==> config.mk <==
export PLATFORM = sky130hd
export DESIGN_NAME = bdi_line_size_selector_core
export DESIGN_NICKNAME = d
export VERILOG_FILES = /design/src/design/bdi_lss_pkg.sv /design/src/design/bdi_line_size_selector_core.sv
export VERILOG_INCLUDE_DIRS = /design/src /design/src/design
export SDC_FILE = /design/constraint.sdc
export NUM_CORES = 1
export LEC_CHECK = 0
export ABC_CLOCK_PERIOD_IN_PS = 12840
export BUFFER_PORTS_ARGS = -buffer_cell sky130_fd_sc_hd__buf_2
export CORE_AREA = 2 2 242 125
export DETAILED_ROUTE_END_ITERATION = 12
export DIE_AREA = 0 0 244 127
export PLACE_DENSITY = 0.71
export SETUP_SLACK_MARGIN = 0.1
export SLEW_MARGIN = 10
export SYNTH_ARGS = -nofsm -noshare
export SYNTH_HDL_FRONTEND = slang
export SYNTH_SLANG_ARGS = --single-unit
==> constraint.sdc <==
create_clock -name clk -period 12.84 [get_ports clk]
set_input_delay 1.926 -clock clk [delete_from_list [all_inputs] [get_ports clk]]
set_output_delay 1.926 -clock clk [all_outputs]
set_load 0.02 [all_outputs]
==> src/design/bdi_line_size_selector_core_defines.svh <==
// Assertion macros shared by the line size selector RTL.
`ifndef BDI_LINE_SIZE_SELECTOR_CORE_DEFINES_SVH
`define BDI_LINE_SIZE_SELECTOR_CORE_DEFINES_SVH

`ifndef NO_ASSERTIONS

// Checked at every rising clock edge outside reset.
`define BDI_ASSERT(label, prop, msg) \
    label: assert property (@(posedge clk) disable iff (!rst_n) prop) \
        else $error(msg);

// Checked at every rising clock edge, reset included.
`define BDI_ASSERT_ALWAYS(label, prop, msg) \
    label: assert property (@(posedge clk) prop) else $error(msg);

`else

`define BDI_ASSERT(label, prop, msg)
`define BDI_ASSERT_ALWAYS(label, prop, msg)

`endif

`endif

==> src/design/bdi_lss_pkg.sv <==
// Constants, tables and helper functions of the base-delta line size selector.
`default_nettype none

package bdi_lss_pkg;

    // Line and page geometry.
    localparam int LINE_BYTES = 64;
    localparam int PAGE_BYTES = 4096;

    // Option flags: zero, four repeat grains, seven 8-byte, three 4-byte, one 2-byte.
    localparam int NUM_FLAGS = 16;
    localparam int FLAG_W    = $clog2(NUM_FLAGS);

    localparam int FLAG_ZERO     = 0;
    localparam int FLAG_REP1     = 1;
    localparam int FLAG_REP2     = 2;
    localparam int FLAG_REP4     = 3;
    localparam int FLAG_REP8     = 4;
    localparam int FLAG_B8_FIRST = 5;
    localparam int FLAG_B4_FIRST = 12;
    localparam int FLAG_B2       = 15;

    // Option codes as they appear on the result.
    localparam int NUM_CANDS = 16;
    typedef logic [4:0] code_t;
    localparam code_t CODE_ZERO     = 5'd0;
    localparam code_t CODE_BD_FIRST = 5'd5;
    localparam code_t CODE_NONE     = 5'd16;

    typedef logic [6:0] line_size_t;
    typedef logic [NUM_FLAGS-1:0] flags_t;

    // Page accounting: the byte sum and line count only need to saturate just past
    // the point where the page total is known to overflow.
    localparam int SUM_CAP_I = PAGE_BYTES + 1;
    localparam int CNT_CAP_I = 2 * PAGE_BYTES + 2;
    localparam int SUM_W     = $clog2(SUM_CAP_I + 1);
    localparam int CNT_W     = $clog2(CNT_CAP_I + 1);
    localparam int TOT_W     = $clog2(SUM_CAP_I + CNT_CAP_I / 2 + 1);
    localparam int GOOD_W    = 7;
    localparam int PAGE_OUT_W = 13;

    typedef logic [SUM_W-1:0]      sum_t;
    typedef logic [SUM_W:0]        sum_ext_t;
    typedef logic [CNT_W-1:0]      cnt_t;
    typedef logic [CNT_W:0]        cnt_ext_t;
    typedef logic [TOT_W-1:0]      total_t;
    typedef logic [GOOD_W-1:0]     good_t;
    typedef logic [PAGE_OUT_W-1:0] page_bytes_t;

    localparam sum_t        SUM_CAP   = sum_t'(SUM_CAP_I);
    localparam cnt_t        CNT_CAP   = cnt_t'(CNT_CAP_I);
    localparam good_t       GOOD_CAP  = '1;
    localparam total_t      PAGE_TOT  = total_t'(PAGE_BYTES);
    localparam page_bytes_t PAGE_CLIP = page_bytes_t'(PAGE_BYTES);

    // Candidate tables indexed by option code, for the original six-option set.
    localparam int ORG_FLAG [NUM_CANDS] = '{0, 1, 2, 3, 4, 5, 6, 8, 12, 13, 15,
                                            0, 0, 0, 0, 0};
    localparam bit ORG_USED [NUM_CANDS] = '{1, 1, 1, 1, 1, 1, 1, 1, 1, 1, 1,
                                            0, 0, 0, 0, 0};
    localparam int ORG_KLOG [NUM_CANDS] = '{0, 0, 0, 0, 0, 3, 3, 3, 2, 2, 1,
                                            0, 0, 0, 0, 0};
    localparam int ORG_D    [NUM_CANDS] = '{0, 0, 0, 0, 0, 1, 2, 4, 1, 2, 1,
                                            0, 0, 0, 0, 0};

    // Candidate tables for the extended eleven-option set.
    localparam int EXT_FLAG [NUM_CANDS] = '{0, 1, 2, 3, 4, 5, 6, 7, 8, 9, 10,
                                            11, 12, 13, 14, 15};
    localparam int EXT_KLOG [NUM_CANDS] = '{0, 0, 0, 0, 0, 3, 3, 3, 3, 3, 3,
                                            3, 2, 2, 2, 1};
    localparam int EXT_D    [NUM_CANDS] = '{0, 0, 0, 0, 0, 1, 2, 3, 4, 5, 6,
                                            7, 1, 2, 3, 1};

    // Sign extension of a 32-bit or 16-bit element to a full word.
    function automatic logic [63:0] sext32(input logic [31:0] v);
        return {{32{v[31]}}, v};
    endfunction

    function automatic logic [63:0] sext16(input logic [15:0] v);
        return {{48{v[15]}}, v};
    endfunction

    // Whether an option code belongs to the selected set.
    function automatic bit cand_used(input bit ext, input int c);
        return ext ? 1'b1 : ORG_USED[c];
    endfunction

    // Flag bit that tracks an option code.
    function automatic int cand_flag(input bit ext, input int c);
        return ext ? EXT_FLAG[c] : ORG_FLAG[c];
    endfunction

    // Encoded line size of an option code, in bytes.
    function automatic int cand_size(input bit ext, input int c);
        int klog;
        int d;
        klog = ext ? EXT_KLOG[c] : ORG_KLOG[c];
        d    = ext ? EXT_D[c] : ORG_D[c];
        if (c == int'(CODE_ZERO))
            return 1;
        if (c < int'(CODE_BD_FIRST))
            return 1 << (c - 1);
        return (1 << klog) + ((LINE_BYTES >> klog) * d);
    endfunction

    // True when option j wins over option i: smaller, or equal and lower code.
    function automatic bit cand_beats(input bit ext, input int j, input int i);
        int sj;
        int si;
        sj = cand_size(ext, j);
        si = cand_size(ext, i);
        return (sj < si) || ((sj == si) && (j < i));
    endfunction

endpackage

`default_nettype wire

==> src/design/bdi_line_size_selector_core.sv <==
// Base-delta-immediate line size selector: per-word flag checks and per-line option choice.
`default_nettype none
`include "bdi_line_size_selector_core_defines.svh"

// The block takes one 64-bit line word per cycle with no gaps needed between lines.
// A transfer lands in an input register; from there one pass of flag logic
// (a handful of parallel 64-bit subtractors and compares) clears the options the
// word rules out, and on the line's last word picks the winning encoding and
// writes the result register, from which the result is shown, once it is free.
// The input side stalls only while the input register holds a line-ending word
// and the result register is still full and stalled. The option set register
// must be written only while no line is in flight.
module bdi_line_size_selector_core
(
    input  wire logic        clk,
    input  wire logic        rst_n,

    // Configuration: one register, the extended option set enable.
    input  wire logic        cfg_write,
    input  wire logic        cfg_data,

    // Input channel.
    input  wire logic        in_valid,
    output logic             in_stall,
    input  wire logic [63:0] line_word,
    input  wire logic        line_end,
    input  wire logic        page_end,

    // Result channel.
    output logic             out_valid,
    input  wire logic        out_stall,
    output logic [4:0]       option_code,
    output logic [6:0]       line_bytes_out,
    output logic             line_was_compressed,
    output logic             page_valid,
    output logic [12:0]      page_bytes_out,
    output logic [6:0]       page_lines_compressed,
    output logic             page_overflowed
);

    // Configuration register.
    logic use_extra_reg;

    // Input register.
    logic        s1_valid_reg;
    logic [63:0] s1_word_reg;
    logic        s1_line_end_reg;
    logic        s1_page_end_reg;

    // Line state.
    logic                 first_pending_reg;
    logic [63:0]          first_word_reg;
    bdi_lss_pkg::flags_t  flags_reg;

    // Page state.
    bdi_lss_pkg::sum_t  page_sum_reg;
    bdi_lss_pkg::cnt_t  page_cnt_reg;
    bdi_lss_pkg::good_t page_good_reg;

    // Result register.
    logic                      out_valid_reg;
    bdi_lss_pkg::code_t        code_reg;
    bdi_lss_pkg::line_size_t   size_reg;
    logic                      compressed_reg;
    logic                      page_valid_reg;
    bdi_lss_pkg::page_bytes_t  page_bytes_reg;
    bdi_lss_pkg::good_t        page_good_out_reg;
    logic                      page_ovf_reg;

    // Handshake and datapath signals.
    logic                      in_xfer;
    logic                      s1_ends;
    logic                      out_free;
    logic                      s1_adv;
    logic                      s1_emit;
    logic [63:0]               base_word;
    bdi_lss_pkg::flags_t       clr;
    bdi_lss_pkg::flags_t       flags_new;
    logic [63:0]               d8;
    logic [1:0][63:0]          d4;
    logic [3:0][63:0]          d2;
    logic [1:0][bdi_lss_pkg::NUM_CANDS-1:0] elig;
    logic [1:0][bdi_lss_pkg::NUM_CANDS-1:0] win;
    logic [bdi_lss_pkg::NUM_CANDS-1:0]      sel;
    bdi_lss_pkg::code_t        best_code;
    bdi_lss_pkg::line_size_t   best_size;
    logic                      compressed;
    bdi_lss_pkg::sum_ext_t     sum_add;
    bdi_lss_pkg::sum_t         sum_sat;
    bdi_lss_pkg::cnt_ext_t     cnt_add;
    bdi_lss_pkg::cnt_t         cnt_sat;
    bdi_lss_pkg::good_t        good_sat;
    bdi_lss_pkg::total_t       page_total;
    logic                      page_ovf;
    bdi_lss_pkg::page_bytes_t  page_bytes;

    // Handshake control: words that do not end a line never wait on the output.
    assign in_xfer  = in_valid && !in_stall;
    assign s1_ends  = s1_line_end_reg || s1_page_end_reg;
    assign out_free = !out_valid_reg || !out_stall;
    assign s1_adv   = s1_valid_reg && (!s1_ends || out_free);
    assign s1_emit  = s1_adv && s1_ends;
    assign in_stall = s1_valid_reg && !s1_adv;

    // The first word of a line serves as its own base.
    assign base_word = first_pending_reg ? s1_word_reg : first_word_reg;

    // Flag checks for one word against the line's base.
    always_comb
    begin
        clr = '0;
        clr[bdi_lss_pkg::FLAG_ZERO] = |s1_word_reg;

        // Repeated value at each grain.
        for (int j = 0; j < 8; j++)
        begin
            if (s1_word_reg[8*j +: 8] != base_word[7:0])
                clr[bdi_lss_pkg::FLAG_REP1] = 1'b1;
        end
        for (int j = 0; j < 4; j++)
        begin
            if (s1_word_reg[16*j +: 16] != base_word[15:0])
                clr[bdi_lss_pkg::FLAG_REP2] = 1'b1;
        end
        for (int j = 0; j < 2; j++)
        begin
            if (s1_word_reg[32*j +: 32] != base_word[31:0])
                clr[bdi_lss_pkg::FLAG_REP4] = 1'b1;
        end
        if (s1_word_reg != base_word)
            clr[bdi_lss_pkg::FLAG_REP8] = 1'b1;

        // 8-byte base: the delta must fit in d bytes.
        d8 = base_word - s1_word_reg;
        for (int d = 1; d < 8; d++)
        begin
            if ((d8 >> (8 * d)) != 64'd0)
                clr[bdi_lss_pkg::FLAG_W'(bdi_lss_pkg::FLAG_B8_FIRST + d - 1)] = 1'b1;
        end

        // 4-byte base over both halves of the word.
        for (int j = 0; j < 2; j++)
        begin
            d4[j] = bdi_lss_pkg::sext32(base_word[31:0])
                  - bdi_lss_pkg::sext32(s1_word_reg[32*j +: 32]);
            for (int d = 1; d < 4; d++)
            begin
                if ((d4[j] >> (8 * d)) != 64'd0)
                    clr[bdi_lss_pkg::FLAG_W'(bdi_lss_pkg::FLAG_B4_FIRST + d - 1)] = 1'b1;
            end
        end

        // 2-byte base with a one-byte delta.
        for (int j = 0; j < 4; j++)
        begin
            d2[j] = bdi_lss_pkg::sext16(base_word[15:0])
                  - bdi_lss_pkg::sext16(s1_word_reg[16*j +: 16]);
            if ((d2[j] >> 8) != 64'd0)
                clr[bdi_lss_pkg::FLAG_B2] = 1'b1;
        end
    end

    assign flags_new = flags_reg & ~clr;

    // Winner search for both option sets; each candidate checks every rival in parallel.
    always_comb
    begin
        logic beaten;
        elig   = '0;
        win    = '0;
        beaten = 1'b0;
        for (int m = 0; m < 2; m++)
        begin
            for (int i = 0; i < bdi_lss_pkg::NUM_CANDS; i++)
            begin
                elig[m][i] = bdi_lss_pkg::cand_used(1'(m), i)
                    && flags_new[bdi_lss_pkg::FLAG_W'(bdi_lss_pkg::cand_flag(1'(m), i))]
                    && (bdi_lss_pkg::cand_size(1'(m), i) < bdi_lss_pkg::LINE_BYTES);
            end
        end
        for (int m = 0; m < 2; m++)
        begin
            for (int i = 0; i < bdi_lss_pkg::NUM_CANDS; i++)
            begin
                beaten = 1'b0;
                for (int j = 0; j < bdi_lss_pkg::NUM_CANDS; j++)
                begin
                    if ((j != i) && elig[m][j] && bdi_lss_pkg::cand_beats(1'(m), j, i))
                        beaten = 1'b1;
                end
                win[m][i] = elig[m][i] && !beaten;
            end
        end
    end

    assign sel        = use_extra_reg ? win[1] : win[0];
    assign compressed = |sel;

    // Code and size of the single winner, or the uncompressed fallback.
    always_comb
    begin
        best_code = bdi_lss_pkg::CODE_NONE;
        best_size = bdi_lss_pkg::line_size_t'(bdi_lss_pkg::LINE_BYTES);
        for (int i = 0; i < bdi_lss_pkg::NUM_CANDS; i++)
        begin
            if (sel[i])
            begin
                best_code = bdi_lss_pkg::code_t'(i);
                best_size = bdi_lss_pkg::line_size_t'(bdi_lss_pkg::cand_size(use_extra_reg, i));
            end
        end
    end

    // Page accounting including the current line; totals saturate past overflow.
    always_comb
    begin
        sum_add = bdi_lss_pkg::sum_ext_t'(page_sum_reg) + bdi_lss_pkg::sum_ext_t'(best_size);
        sum_sat = (sum_add > bdi_lss_pkg::sum_ext_t'(bdi_lss_pkg::SUM_CAP))
                ? bdi_lss_pkg::SUM_CAP : sum_add[bdi_lss_pkg::SUM_W-1:0];
        cnt_add = bdi_lss_pkg::cnt_ext_t'(page_cnt_reg) + bdi_lss_pkg::cnt_ext_t'(1);
        cnt_sat = (cnt_add > bdi_lss_pkg::cnt_ext_t'(bdi_lss_pkg::CNT_CAP))
                ? bdi_lss_pkg::CNT_CAP : cnt_add[bdi_lss_pkg::CNT_W-1:0];
        good_sat = (compressed && (page_good_reg != bdi_lss_pkg::GOOD_CAP))
                 ? page_good_reg + bdi_lss_pkg::good_t'(1) : page_good_reg;
        page_total = bdi_lss_pkg::total_t'(sum_sat)
                   + bdi_lss_pkg::total_t'(cnt_sat >> 1);
        page_ovf   = page_total > bdi_lss_pkg::PAGE_TOT;
        page_bytes = page_ovf ? bdi_lss_pkg::PAGE_CLIP
                   : page_total[bdi_lss_pkg::PAGE_OUT_W-1:0];
    end

    // Configuration register.
    always_ff @(posedge clk or negedge rst_n)
    begin
        if (!rst_n)
            use_extra_reg <= 1'b0;
        else if (cfg_write)
            use_extra_reg <= cfg_data;
    end

    // Input register control.
    always_ff @(posedge clk or negedge rst_n)
    begin
        if (!rst_n)
            s1_valid_reg <= 1'b0;
        else if (in_xfer)
            s1_valid_reg <= 1'b1;
        else if (s1_adv)
            s1_valid_reg <= 1'b0;
    end

    // Input register payload.
    always_ff @(posedge clk)
    begin
        if (in_xfer)
        begin
            s1_word_reg     <= line_word;
            s1_line_end_reg <= line_end;
            s1_page_end_reg <= page_end;
        end
    end

    // Line and page state updates.
    always_ff @(posedge clk or negedge rst_n)
    begin
        if (!rst_n)
        begin
            first_pending_reg <= 1'b1;
            flags_reg         <= '1;
            page_sum_reg      <= '0;
            page_cnt_reg      <= '0;
            page_good_reg     <= '0;
        end
        else if (s1_adv)
        begin
            if (s1_ends)
            begin
                first_pending_reg <= 1'b1;
                flags_reg         <= '1;
                if (s1_page_end_reg)
                begin
                    page_sum_reg  <= '0;
                    page_cnt_reg  <= '0;
                    page_good_reg <= '0;
                end
                else
                begin
                    page_sum_reg  <= sum_sat;
                    page_cnt_reg  <= cnt_sat;
                    page_good_reg <= good_sat;
                end
            end
            else
            begin
                first_pending_reg <= 1'b0;
                flags_reg         <= flags_new;
            end
        end
    end

    // Base word of the current line.
    always_ff @(posedge clk)
    begin
        if (s1_adv)
            first_word_reg <= base_word;
    end

    // Result register control.
    always_ff @(posedge clk or negedge rst_n)
    begin
        if (!rst_n)
            out_valid_reg <= 1'b0;
        else if (s1_emit)
            out_valid_reg <= 1'b1;
        else if (!out_stall)
            out_valid_reg <= 1'b0;
    end

    // Result register payload; page fields read zero except on a page end.
    always_ff @(posedge clk)
    begin
        if (s1_emit)
        begin
            code_reg          <= best_code;
            size_reg          <= best_size;
            compressed_reg    <= compressed;
            page_valid_reg    <= s1_page_end_reg;
            page_bytes_reg    <= s1_page_end_reg ? page_bytes : '0;
            page_good_out_reg <= s1_page_end_reg ? good_sat : '0;
            page_ovf_reg      <= s1_page_end_reg && page_ovf;
        end
    end

    assign out_valid             = out_valid_reg;
    assign option_code           = code_reg;
    assign line_bytes_out        = size_reg;
    assign line_was_compressed   = compressed_reg;
    assign page_valid            = page_valid_reg;
    assign page_bytes_out        = page_bytes_reg;
    assign page_lines_compressed = page_good_out_reg;
    assign page_overflowed       = page_ovf_reg;

    // Checks on the selector's own logic.
    `BDI_ASSERT_ALWAYS(a_stall_needs_item, in_stall |-> s1_valid_reg, "stall with empty input register")
    `BDI_ASSERT(a_single_winner, s1_valid_reg |-> $onehot0(sel), "more than one winning option")
    `BDI_ASSERT(a_none_is_full, out_valid && !line_was_compressed |-> option_code == bdi_lss_pkg::CODE_NONE && line_bytes_out == bdi_lss_pkg::LINE_BYTES, "uncompressed line with wrong code or size")
    `BDI_ASSERT(a_page_quiet, out_valid && !page_valid |-> page_bytes_out == 13'd0 && page_lines_compressed == 7'd0 && !page_overflowed, "page fields set without page end")
    `BDI_ASSERT(a_ovf_clamped, out_valid && page_overflowed |-> page_bytes_out == bdi_lss_pkg::PAGE_CLIP, "overflowed page total not clamped")

endmodule

`default_nettype wire

Yosys cells after proc, flatten, opt, wreduce, memory -nomap -nowiden
Cells that the tools add are included.
- $lt $le $gt $ge: 3
- multiplexer cells: 96
- multipliers: 8
- bitwise gates (word level): 3
- equality and inequality tests: 17
- shift operators: 10
- reductions and logical operators: 44
- divide/modulo/power cells: 0
- add/sub/neg operators: 18
- operators with widths (operator ; number):
    64-bit nonzero test ; 7
    7-bit two-way mux ; 19
    32-bit by 32-bit multiplier with 7-bit output ; 4
    7-bit by 32-bit right shift with 32-bit output, first input constant ; 3
    16-bit by 16-bit subtractor with 17-bit output ; 4
    32-bit by 4-bit multiplier with 7-bit output ; 2
    64-bit two-way mux ; 1
    16-bit != test ; 4
    32-bit != test ; 2
    64-bit != test ; 1
    8-bit != test ; 8
    64-bit OR reduction ; 1
    7-bit by 2-bit right shift with 32-bit output, first input constant ; 2
    64-bit subtractor ; 1
    7-bit adder ; 8
    1-bit two-way mux ; 44
    13-bit two-way mux ; 3
    32-bit by 2-bit multiplier with 7-bit output ; 1
    32-bit by 3-bit multiplier with 7-bit output ; 1
    4-bit two-way mux ; 8
    3-bit two-way mux ; 10
    14-bit by 13-bit greater-than comparator with 1-bit output, second input constant ; 2
    14-bit two-way mux ; 2
    1-bit by 2-bit << shifter with 7-bit output, first input constant ; 4
    27 further kinds ; 57
- word-level logic and storage cells: 223
- memory bits (writable): 0
- input port bits: 72
- memories: 0
- bits in registers: 219
- output and inout port bits: 37
- bits in read-only memories: 0
- latch bits: 0

Longest topological paths before layout
Gate-level depths: netlist of run 1.
- word-level depth: 49
- mapped depth: 46
- depth with buffers taken out: 42

Worst setup path after synthesis of run 1
OpenSTA, ideal clock, no wires.
- path type: reg-to-reg
- from: reg first_pending_reg
- to: reg page_bytes_reg[4] (netlist: page_bytes_out[4]) (data pin)
- clock period less this slack: 10123 ps
- path slack: 2717 ps
- required time: 12682 ps
- buffers on the path: 5
- arrival time: 9965 ps
- setup time: 158 ps
- cell stages (with the launch flop): 46
- cell sequence: dfstp_2 -> buf_2 -> buf_1 -> clkbuf_1 -> mux2_2 -> ha_1 -> clkbuf_1 -> nand2_1 -> o21ai_0 -> a21oi_1 -> o21ai_0 -> mux2_2 -> or4_1 -> nor4_1 -> nand4_1 -> nor3_1 -> a31oi_1 -> nor2_1 -> (+10 left out) -> clkbuf_1 -> nor2_1 -> inv_1 -> ha_1 -> inv_1 -> fa_1 -> nor2b_1 -> o21ai_0 -> a21boi_0 -> o21ai_0 -> a21boi_0 -> o21ai_0 -> a21oi_1 -> o21ai_0 -> or3_1 -> a221oi_1 -> o21ai_1 -> nor3_1
- elaborated cells between the ends (all ways): 81
- those cells by class: 3 x add/sub; 2 x order compare; 15 x eq/ne; 42 x mux; 2 x bitwise; 17 x reduce/logical
- RTL lines (element ; line ; RTL):
    from (decl) ; bdi_line_size_selector_core.sv:51 ; logic first_pending_reg;
    from (signal assigned) ; bdi_line_size_selector_core.sv:268 ; first_pending_reg <= 1'b1;
    from (signal assigned) ; bdi_line_size_selector_core.sv:278 ; first_pending_reg <= 1'b1;
    from (signal assigned) ; bdi_line_size_selector_core.sv:295 ; first_pending_reg <= 1'b0;
    64-bit two-way mux * ; bdi_line_size_selector_core.sv:106 ; assign base_word = first_pending_reg ? s1_word_reg : first_word_reg;
    named net base_word[39] ; bdi_line_size_selector_core.sv:76 ; logic [63:0] base_word;
    64-bit subtractor or 64-bit != test (tied branches) ; bdi_line_size_selector_core.sv:134, bdi_line_size_selector_core.sv:130 ;
    64-bit nonzero test or 1-bit two-way mux (tied branches) ; bdi_line_size_selector_core.sv:137, bdi_line_size_selector_core.sv:130 ;
    1-bit two-way mux or 16-bit inverter (tied branches) ; bdi_line_size_selector_core.sv:137, bdi_line_size_selector_core.sv:163 ;
    16-bit inverter * ; bdi_line_size_selector_core.sv:163 ; assign flags_new = flags_reg & ~clr;
    16-bit bitwise AND * ; bdi_line_size_selector_core.sv:163 ;
    1-bit two-way mux or 1-bit logical NOT (tied branches) ; -- ;
    (+4 left out) ; -- ;
    7-bit two-way mux * (9 in a row) ; bdi_line_size_selector_core.sv:206 ; if (sel[i])
    named net best_size[3] ; bdi_line_size_selector_core.sv:86 ; bdi_lss_pkg::line_size_t best_size;
    13-bit by 7-bit adder with 14-bit output * ; bdi_line_size_selector_core.sv:217 ; sum_add = bdi_lss_pkg::sum_ext_t'(page_sum_reg) + bdi_lss_pkg::sum_ext_t'(best_size);
    14-bit by 13-bit greater-than comparator with 1-bit output ; bdi_line_size_selector_core.sv:218 ; sum_sat = (sum_add > bdi_lss_pkg::sum_ext_t'(bdi_lss_pkg::SUM_CAP))
    13-bit two-way mux * ; bdi_line_size_selector_core.sv:219 ; ? bdi_lss_pkg::SUM_CAP : sum_add[bdi_lss_pkg::SUM_W-1:0];
    13-bit by 13-bit adder with 14-bit output * ; bdi_line_size_selector_core.sv:226 ; + bdi_lss_pkg::total_t'(cnt_sat >> 1);
    14-bit by 13-bit greater-than comparator with 1-bit output ; bdi_line_size_selector_core.sv:227 ; page_ovf = page_total > bdi_lss_pkg::PAGE_TOT;
    2-bit OR reduction (no line) ; -- ;
    to (signal assigned) ; bdi_line_size_selector_core.sv:328 ; page_bytes_reg <= s1_page_end_reg ? page_bytes : '0;
    to (decl) ; bdi_line_size_selector_core.sv:66 ; bdi_lss_pkg::page_bytes_t page_bytes_reg;
Mark *: on every way through the listed nets, which the timed path passes. The rest lies on a longest branch.
A chain may end at the register's enable or synchronous reset.

Final worst setup path of run 1
- from: reg first_pending_reg
- to: reg page_bytes_reg[6] (netlist: page_bytes_out[6]) (data pin)
- word-level cells in the longest chain between the ends: 36
- elaborated cells between the ends (all ways): 81
- those cells by class: 3 x add/sub; 2 x order compare; 15 x eq/ne; 42 x mux; 2 x bitwise; 17 x reduce/logical
- ends and longest elaborated chain (element ; line ; RTL):
    64-bit two-way mux * ; bdi_line_size_selector_core.sv:106 ;
    named net base_word[1] ; bdi_line_size_selector_core.sv:76 ;
    branches (longest 9 deep; another with 64-bit subtractor) ; -- ;
    16-bit inverter * ; bdi_line_size_selector_core.sv:163 ;
    16-bit bitwise AND * ; bdi_line_size_selector_core.sv:163 ;
    1-bit two-way mux ; -- ;
    1-bit logical NOT or 1-bit two-way mux (tied branches) ; -- ;
    1-bit logical AND, or another cell as far along ; bdi_line_size_selector_core.sv:191 ; win[m][i] = elig[m][i] && !beaten;
    (+5 left out) ; -- ;
    7-bit two-way mux or 8-bit two-way mux (tied branches) ; bdi_line_size_selector_core.sv:206, bdi_line_size_selector_core.sv:196 ;
    7-bit two-way mux * (9 in a row) ; bdi_line_size_selector_core.sv:206 ;
    13-bit by 7-bit adder with 14-bit output * ; bdi_line_size_selector_core.sv:217 ;
    14-bit by 13-bit greater-than comparator with 1-bit output ; bdi_line_size_selector_core.sv:218 ;
    13-bit two-way mux * ; bdi_line_size_selector_core.sv:219 ;
    13-bit by 13-bit adder with 14-bit output * ; bdi_line_size_selector_core.sv:226 ;
    14-bit by 13-bit greater-than comparator with 1-bit output ; bdi_line_size_selector_core.sv:227 ;
    2-bit OR reduction (no line) ; -- ;
Mark *: on every way through the listed nets, which the timed path passes.

==> impl_summary.md, run 1 <==
STA
The setup total negative slack is 0 ps. The share of the clock period used by the worst path is 0.927. Setup repair after global routing left no endpoint under its margin. The minimum period implied by the final worst setup slack is 11910 ps. The number of max-slew violations in the final report is 0. The number of failing hold endpoints at the final stage was 0. The relative slew slack is 0.252. The worst hold slack after final layout is 494 ps.

Across all setup checks in the final design, the least slack found is 933 ps. Setup violations remaining at the end of the flow were counted as 0. Timing would allow up to 0.0840 GHz. The slew of the pin with the lowest slew margin is 1110 ps. Clock skew on the completed layout was measured at 12.5 ps.

Run status
The flow ran to the end, and the final reports show no timing, DRC or antenna violations.

Critical path
The launch instance of the worst register-to-register path is first_pending_reg. The buffers plus inverters on the worst setup path is 4. In this design, the largest share of critical-path delay is due to compound AO/OA/AOI/OAI gates. The required time at the endpoint of the critical path is 13190 ps. The number of cells on the worst reg-to-reg path is 38.

Data arrives at the worst endpoint at 12260 ps. The critical path runs through a total of 38 cells. The biggest fanout along the worst timing path is 24.

The kind of start point of the critical path is a flip-flop. STA classifies the critical path endpoint as a flip-flop. Among all stages on the critical path, the largest delay is contributed by sky130_fd_sc_hd__a2111oi_1. The critical path starts at first_pending_reg. The start-to-end type of the worst setup path is flip-flop to flip-flop.

The cell that appears most often on the critical path is sky130_fd_sc_hd__o21ai_0. The largest single stage delay on the critical path is 880 ps.

Cells and area
After filler insertion, the fill cell instance count of the layout stands at 2560. Measured on the finished design, the core utilization comes to 0.598. The final instance area is 0.0171 mm^2. The count of cells in the finished layout, fillers not included, comes to 2227. The top cell types in the final layout, fill and taps aside, are 175 x sky130_fd_sc_hd__nand2_1, 164 x sky130_fd_sc_hd__edfxtp_1, 132 x sky130_fd_sc_hd__a21oi_1.

The final net count is 1981. The number of inserted diodes is 0. Relative to the synthesized area, the layout overhead comes to 9.28%.

In the final layout, the share of cells above drive strength 1 is 0.136. The most common cell after layout, fill and taps aside is sky130_fd_sc_hd__nand2_1.

Clock tree
The number of buffers created by CTS is 21. Clock-pin slew was measured on the worst setup and hold paths at 70 ps. In this run the number of H-tree levels came out at 1. At the later pin of the worst-skew pair, clock insertion delay measures 530 ps.

TritonCTS built the clock tree. The clock passes through at most 3 buffers. The clock drives 210 sinks. The tree is rooted in a sky130_fd_sc_hd__clkbuf_16.

Power
The analysis attributes to cell leakage a power of 6.89 nW. The power density over the cells is 136 mW/mm^2. The worst voltage drop across the vdd grid is 0.0924 mV. Total power for the finished layout comes to 2.33 mW.

Placed design
The count of buffers added on input and output ports is 107. The detailed-placement wirelength estimate is 43.2 mm. Including well taps, the total number of placed cells is 2188. The post-detailed-placement cell area is 0.0165 mm^2.

Before CTS, the worst setup slack after placement is 985 ps. The final weighted congestion of routability-driven global placement is 1.13.

Floorplanning
The region available for standard cell placement spans 0.0287 mm^2. The floorplan has 44 rows. The die extent in y is 127 um. The I/O pin count is 109.

The die is 244 um wide. The total die area is 0.0310 mm^2. For this configuration, the core starts out at a cell density of 0.547.

Global routing
The number of global-route vias before repair is 13700. The global-route wire length before repair is 82.1 mm. The all-layer global routing usage is 0.349. Entering global routing, the biggest net connects 73 pins. The global-route congestion overflow total is 0. The number of antenna violations at the first check in global routing was 1.

Drt
The pre-antenna-repair detailed-routing pass consisted of 8 iterations. The overall routed net length is 55.2 mm. The initial DRC count is 1745.

For this block, the via count after detailed routing is 14700. The remaining number of nets flagged by the antenna check after routing is 0. The total DRC errors in the routed layout is 0.

After detailed routing, the average wire length per cell comes to 24.8 um. In the routed layout, each cell is associated on average with a via count of 6.59.

Flow run
The number of maximum-capacitance constraint violations is 0.

Synthesis
For this run, asynchronously set or reset flops after synthesis account for 0.219. The distinct cell type count after synthesis is 80. The synthesized design contains 210 register bits. The synthesized area is 0.0157 mm^2. The average cell area after synthesis is 8.93 um^2. For this run, the number of Yosys warnings is 0. Counting every net in the synthesized netlist gives 1916. Counting flops with a built-in enable in the synthesized netlist gives 164. The cell count after synthesis is 1756. The share of the yosys chip area belonging to registers is 0.388. The commonest register cell after synthesis is sky130_fd_sc_hd__edfxtp_1.

Hold path
The hold path startpoint is flags_reg[6]. The class of the tightest hold or removal check is flip-flop to flip-flop. The worst hold path stage count is 2.
cell usage after synthesis, types with 8 or more instances:
cell	count	area share
sky130_fd_sc_hd__a211oi_1	8	0.0038
sky130_fd_sc_hd__a21boi_0	8	0.0038
sky130_fd_sc_hd__a21o_1	19	0.0091
sky130_fd_sc_hd__a21oi_1	132	0.042
sky130_fd_sc_hd__a31oi_1	16	0.0064
sky130_fd_sc_hd__and2_1	16	0.0064
sky130_fd_sc_hd__and3_1	28	0.011
sky130_fd_sc_hd__buf_2	30	0.0096
sky130_fd_sc_hd__clkbuf_1	38	0.0091
sky130_fd_sc_hd__dfrtp_1	37	0.059
sky130_fd_sc_hd__dfstp_2	9	0.015
sky130_fd_sc_hd__edfxtp_1	164	0.31
sky130_fd_sc_hd__ha_1	86	0.069
sky130_fd_sc_hd__inv_1	112	0.027
sky130_fd_sc_hd__mux2_2	60	0.043
sky130_fd_sc_hd__mux2i_1	24	0.015
sky130_fd_sc_hd__nand2_1	175	0.042
sky130_fd_sc_hd__nand2b_1	15	0.0060
sky130_fd_sc_hd__nand3_1	40	0.013
sky130_fd_sc_hd__nand4_1	57	0.023
sky130_fd_sc_hd__nor2_1	127	0.030
sky130_fd_sc_hd__nor2b_1	10	0.0040
sky130_fd_sc_hd__nor3_1	62	0.020
sky130_fd_sc_hd__nor4_1	43	0.017
sky130_fd_sc_hd__o211ai_1	17	0.0081
sky130_fd_sc_hd__o21a_1	29	0.014
sky130_fd_sc_hd__o21ai_0	131	0.042
sky130_fd_sc_hd__o21bai_1	11	0.0053
sky130_fd_sc_hd__o22ai_1	10	0.0040
sky130_fd_sc_hd__o31ai_1	21	0.010
sky130_fd_sc_hd__or2_2	11	0.0044
sky130_fd_sc_hd__or3_1	13	0.0052
sky130_fd_sc_hd__xnor2_1	50	0.028
sky130_fd_sc_hd__xor2_1	20	0.011
power breakdown:
group / switching (mW) / internal, mW
Clock: 0.278 / 0.345
Sequential: 0.0548 / 0.814
Combinational: 0.563 / 0.278
worst register-to-register path: cells and delay by family, from the launching register on:
family / cells / cell delay [ps]
buffers and inverters: 4 / 520
xor gates and xnor gates: 1 / 150
and+or+nand+nor: 12 / 2870
AOI/OAI and AO/OA: 16 / 5400
adders and majority gates: 4 / 1330
DFF: 1 / 840
muxes: 1 / 640
cells by family (layout without fill, tap and decap cells):
| kind of cell | count (synthesis) | in the layout | share of synthesized area |
|---|---|---|---|
| and+or+nand+nor | 628 | 628 | 0.198 |
| AOI/OAI and AO/OA | 484 | 484 | 0.196 |
| DFF | 210 | 210 | 0.388 |
| buffers and inverters | 191 | 271 | 0.0493 |
| adders and majority gates | 88 | 88 | 0.0711 |
| muxes | 84 | 84 | 0.0584 |
| xor gates and xnor gates | 70 | 70 | 0.0391 |
| other | 1 | 1 | 0.000239 |
worst paths after layout:
| check | to | slack (ps) |
|---|---|---|
| max | page_bytes_out[6] | 930 |
| min | flags_reg[6] | 490 |
| max reg2reg | page_bytes_out[6] | 930 |
| min reg2reg | flags_reg[6] | 490 |
| max in group asynchronous | page_cnt_reg[4] | 10920 |
| min in group asynchronous | page_good_reg[0] | 1490 |
cell type report:
type                    count  area [um^2]  area share
clock buffers              27          548      0.0320
well taps                 391          489      0.0285
multi-input cells        1355         8840       0.516
clock inverters            11          115     0.00671
inverters                 114          430      0.0251
flip-flops and latches    210         6090       0.355
repair buffers            119          626      0.0365
per-layer routing:
layer / track usage / vias up / part of all wire
met2: 0.535 / 823 / 0.42
met1: 0.468 / 6963 / 0.41
met3: 0.0863 / 185 / 0.11
met5: 0 / - / 0
met4: 0.168 / 0 / 0.054
li1: - / 6708 / -
what timing repair did:
item                                    CTS  global route
endpoints found under the setup margin    0            14
gates resized for setup                   0             5
hold buffers                              0             0
setup buffers                             0             1
Note: power is estimated with default switching activity, not from simulation.
==> run 2, diff against run 1 <==
--- a/config.mk
+++ b/config.mk
@@ -7,11 +7,11 @@
 export NUM_CORES = 1
 export LEC_CHECK = 0
 export ABC_CLOCK_PERIOD_IN_PS = 12840
-export BUFFER_PORTS_ARGS = -buffer_cell sky130_fd_sc_hd__buf_2
 export CORE_AREA = 2 2 242 125
 export DETAILED_ROUTE_END_ITERATION = 12
 export DIE_AREA = 0 0 244 127
-export PLACE_DENSITY = 0.71
+export DONT_BUFFER_PORTS = 1
+export PLACE_DENSITY = 0.68
 export SETUP_SLACK_MARGIN = 0.1
 export SLEW_MARGIN = 10
 export SYNTH_ARGS = -nofsm -noshare
==> run 2 against run 1 <==
  * Sequential cell count stayed put
  * Combinational power is 3.8% lower
  * Fmax is 0.71% lower
==> impl_summary.md, run 2 (synthesized netlist as in run 1, its figures left out) <==
Run status
The flow ran to the end, and the final reports show no timing, DRC or antenna violations.

STA
Setup violations remaining at the end of the flow were counted as 0. Hold timing on the final database bottoms out at a slack of 488 ps. Setup repair after global routing left no endpoint under its margin. The number of failing hold endpoints at the final stage is 0. Timing would allow up to 0.0834 GHz. The number of max-slew violations in the final report is 0. The share of the clock period used by the worst path is 0.934. The clock skew after layout is 23.9 ps. For the pin with the worst max-slew slack, the measured transition is 1010 ps. The clock period could shrink to 11990 ps. The setup total negative slack is 0 ps. In the post-route analysis, the smallest setup slack over all paths is 848 ps. Measured against its own limit, the worst slew margin works out to 0.320.

Cells and area
The number of filler instances in the final layout is 2532. 0 antenna diodes ended up in the layout. Leaving out fill and tap cells, the most frequent cells in the layout are 175 x sky130_fd_sc_hd__nand2_1, 164 x sky130_fd_sc_hd__edfxtp_1, 132 x sky130_fd_sc_hd__a21oi_1.

In the final layout, the share of cells above drive strength 1 is 0.0857. At the end of the flow, the number of nets in the layout was 1872. At the end of the flow the core is filled with cells to 0.582. The final instance area is 0.0167 mm^2. The footprint of the flip-flops and latches is 0.00609 mm^2.

The library cell used most frequently in the layout, excluding fill and tap cells, is sky130_fd_sc_hd__nand2_1. The number of non-filler instances in the completed layout is 2117. The area of the multi-input gates is 0.00886 mm^2. The area growth from synthesis to layout is 6.46%.

Power
The clock network fraction of design power is 0.282. The share of total power dissipated in combinational logic is 0.343. Of the total power, the share spent switching nets is 0.383. The power density over the cells is 141 mW/mm^2. The worst-case IR drop observed on VDD is 0.0879 mV. The analysis attributes to cell leakage a power of 6.49 nW. The post-route total power is 2.36 mW. The share of total power dissipated in sequential elements is 0.374. The internal portion of the total power is 1.46 mW. For this design the total switching power over the nets is 903 uW.

Global routing
The number of global-route vias before repair is 13500. The all-layer global routing usage is 0.360. The first global-routing pass estimated 84.5 mm of wire. The maximum number of pins on one net before global-route repair is 73. The number of antenna violations at the first check in global routing came to 3.

The global-route congestion overflow total is 0.

Clock tree
The H-tree depth is 1. The later-pin clock latency in the skew report is 540 ps. Clock-pin slew was measured on the worst setup and hold paths at 70 ps. The clock passes through at most 3 buffers.

TritonCTS built the clock tree. Counting the buffers created by CTS gives 20. Hold repair after CTS inserted 0 buffers. The tree is rooted in a sky130_fd_sc_hd__clkbuf_16.

CTS saw 210 sinks.

Placed design
The total of buffers placed on input and output ports is 0. At the placement stage, the worst setup path has a slack of 435 ps. Including well taps, the total number of placed cells is 2077.

Detailed placement finished with a half-perimeter wire length of 44.8 mm. The final weighted congestion of routability-driven global placement is 1.12. After detailed placement, the total cell area comes to 0.0159 mm^2.

Critical path
At the worst endpoint, the arrival time is 12350 ps. STA puts the critical path data required time at 13200 ps. The master of the slowest instance on the critical path is sky130_fd_sc_hd__dfstp_4. The kind of start point of the critical path is a flip-flop. The biggest fanout along the worst timing path is 28. The worst setup path is captured at a flip-flop. For this run, the slowest stage of the critical path takes 890 ps. The worst setup path is of the flip-flop to flip-flop kind. The cell occurring most often along the worst timing path is sky130_fd_sc_hd__a21oi_1.

Floorplanning
The die span in x is 244 um. For this configuration, the core starts out at a cell density of 0.547. In this run the core area contains 44 standard-cell rows. The die covers 0.0310 mm^2. In this run the standard cell core region covers 0.0287 mm^2. In this run the count of I/O pins placed on the die edge is 109. The die extent in y is 127 um.

Drt
In the routed layout, each cell is associated on average with a via count of 6.78. The remaining number of nets flagged by the antenna check after routing is 0. The detailed router placed 14300 vias in this run.

After detailed routing, the number of remaining DRC violations is 0. The overall routed net length is 56.8 mm. The number of search-and-repair iterations in the first detailed-routing pass is 6.

In the final routed layout, each cell accounts on average for 26.8 um. The initial DRC count is 1754.

Flow run
The number of maximum-capacitance constraint violations is 0.

Hold path
The class of the tightest hold or removal check is flip-flop to flip-flop.
[run 2: cell types whose count changed in the layout (fill, tap and decap cells not counted), moves of 2 or more]
cell	previous run	this run
sky130_fd_sc_hd__bufinv_16	2	4
sky130_fd_sc_hd__buf_2	107	1
sky130_fd_sc_hd__clkinv_1	2	0
sky130_fd_sc_hd__clkbuf_1	6	2
sky130_fd_sc_hd__buf_12	0	2
sky130_fd_sc_hd__buf_4	12	8
sky130_fd_sc_hd__nor4_1	43	41
sky130_fd_sc_hd__nor4_2	0	2
[run 2: final timing paths]
kind,from,to,slack [ps],depth (start not counted)
worst min register to register,page_sum_reg[0],page_sum_reg[0],490,2
min in group asynchronous,rst_n,page_good_reg[1],1070,0
worst max register to register,first_pending_reg,page_bytes_out[4],850,43
worst min-delay path,page_sum_reg[0],page_sum_reg[0],490,2
max in group asynchronous,rst_n,flags_reg[3],11580,0
worst max-delay path,first_pending_reg,page_bytes_out[4],850,43
[run 2: worst max-delay path, delay by kind of cell, from the launching register on]
kind	cells	cell delay [ps]
multiplexers	1	390
AO/OA/AOI/OAI	21	5230
flip-flops	1	890
buffers and inverters	4	630
AND/OR/NAND/NOR	13	3200
adder cells (fa/ha/maj)	4	1410
[run 2: timing repair]
action,in CTS,in global routing
endpoints found under the setup margin,0,14
hold endpoints to repair,0,0
buffers inserted,0,4
resized for setup,0,5
[run 2: cell type report]
| class | instances | share of cell area |
|---|---|---|
| Multi-Input combinational cell | 1355 | 0.531 |
| Sequential cell | 210 | 0.365 |
| Clock buffer | 23 | 0.0312 |
| Tap cell | 391 | 0.0293 |
| Inverter | 114 | 0.0258 |
| Clock inverter | 13 | 0.0121 |
| Timing Repair Buffer | 11 | 0.00629 |
[run 2: metal layers]
layer  part of all wire  vias up  wire length, um  track usage
met3               0.11      145             6190        0.112
li1                   -     6463                -            -
met1               0.42     6923            23700        0.479
met5            0.00048        -               27            0
met4              0.045        4             2550        0.141
met2               0.43      812            24400        0.553
[run 2: power groups by stage]
stage	logic (mW)	registers, mW	clock network, mW
2_1_floorplan	0.559	0.862	0
3_3_place_gp	0.770	0.891	0
3_5_place_dp	0.770	0.893	0
4_1_cts	0.777	0.879	0.671
5_1_grt	0.861	0.888	0.694
6_report	0.810	0.883	0.666
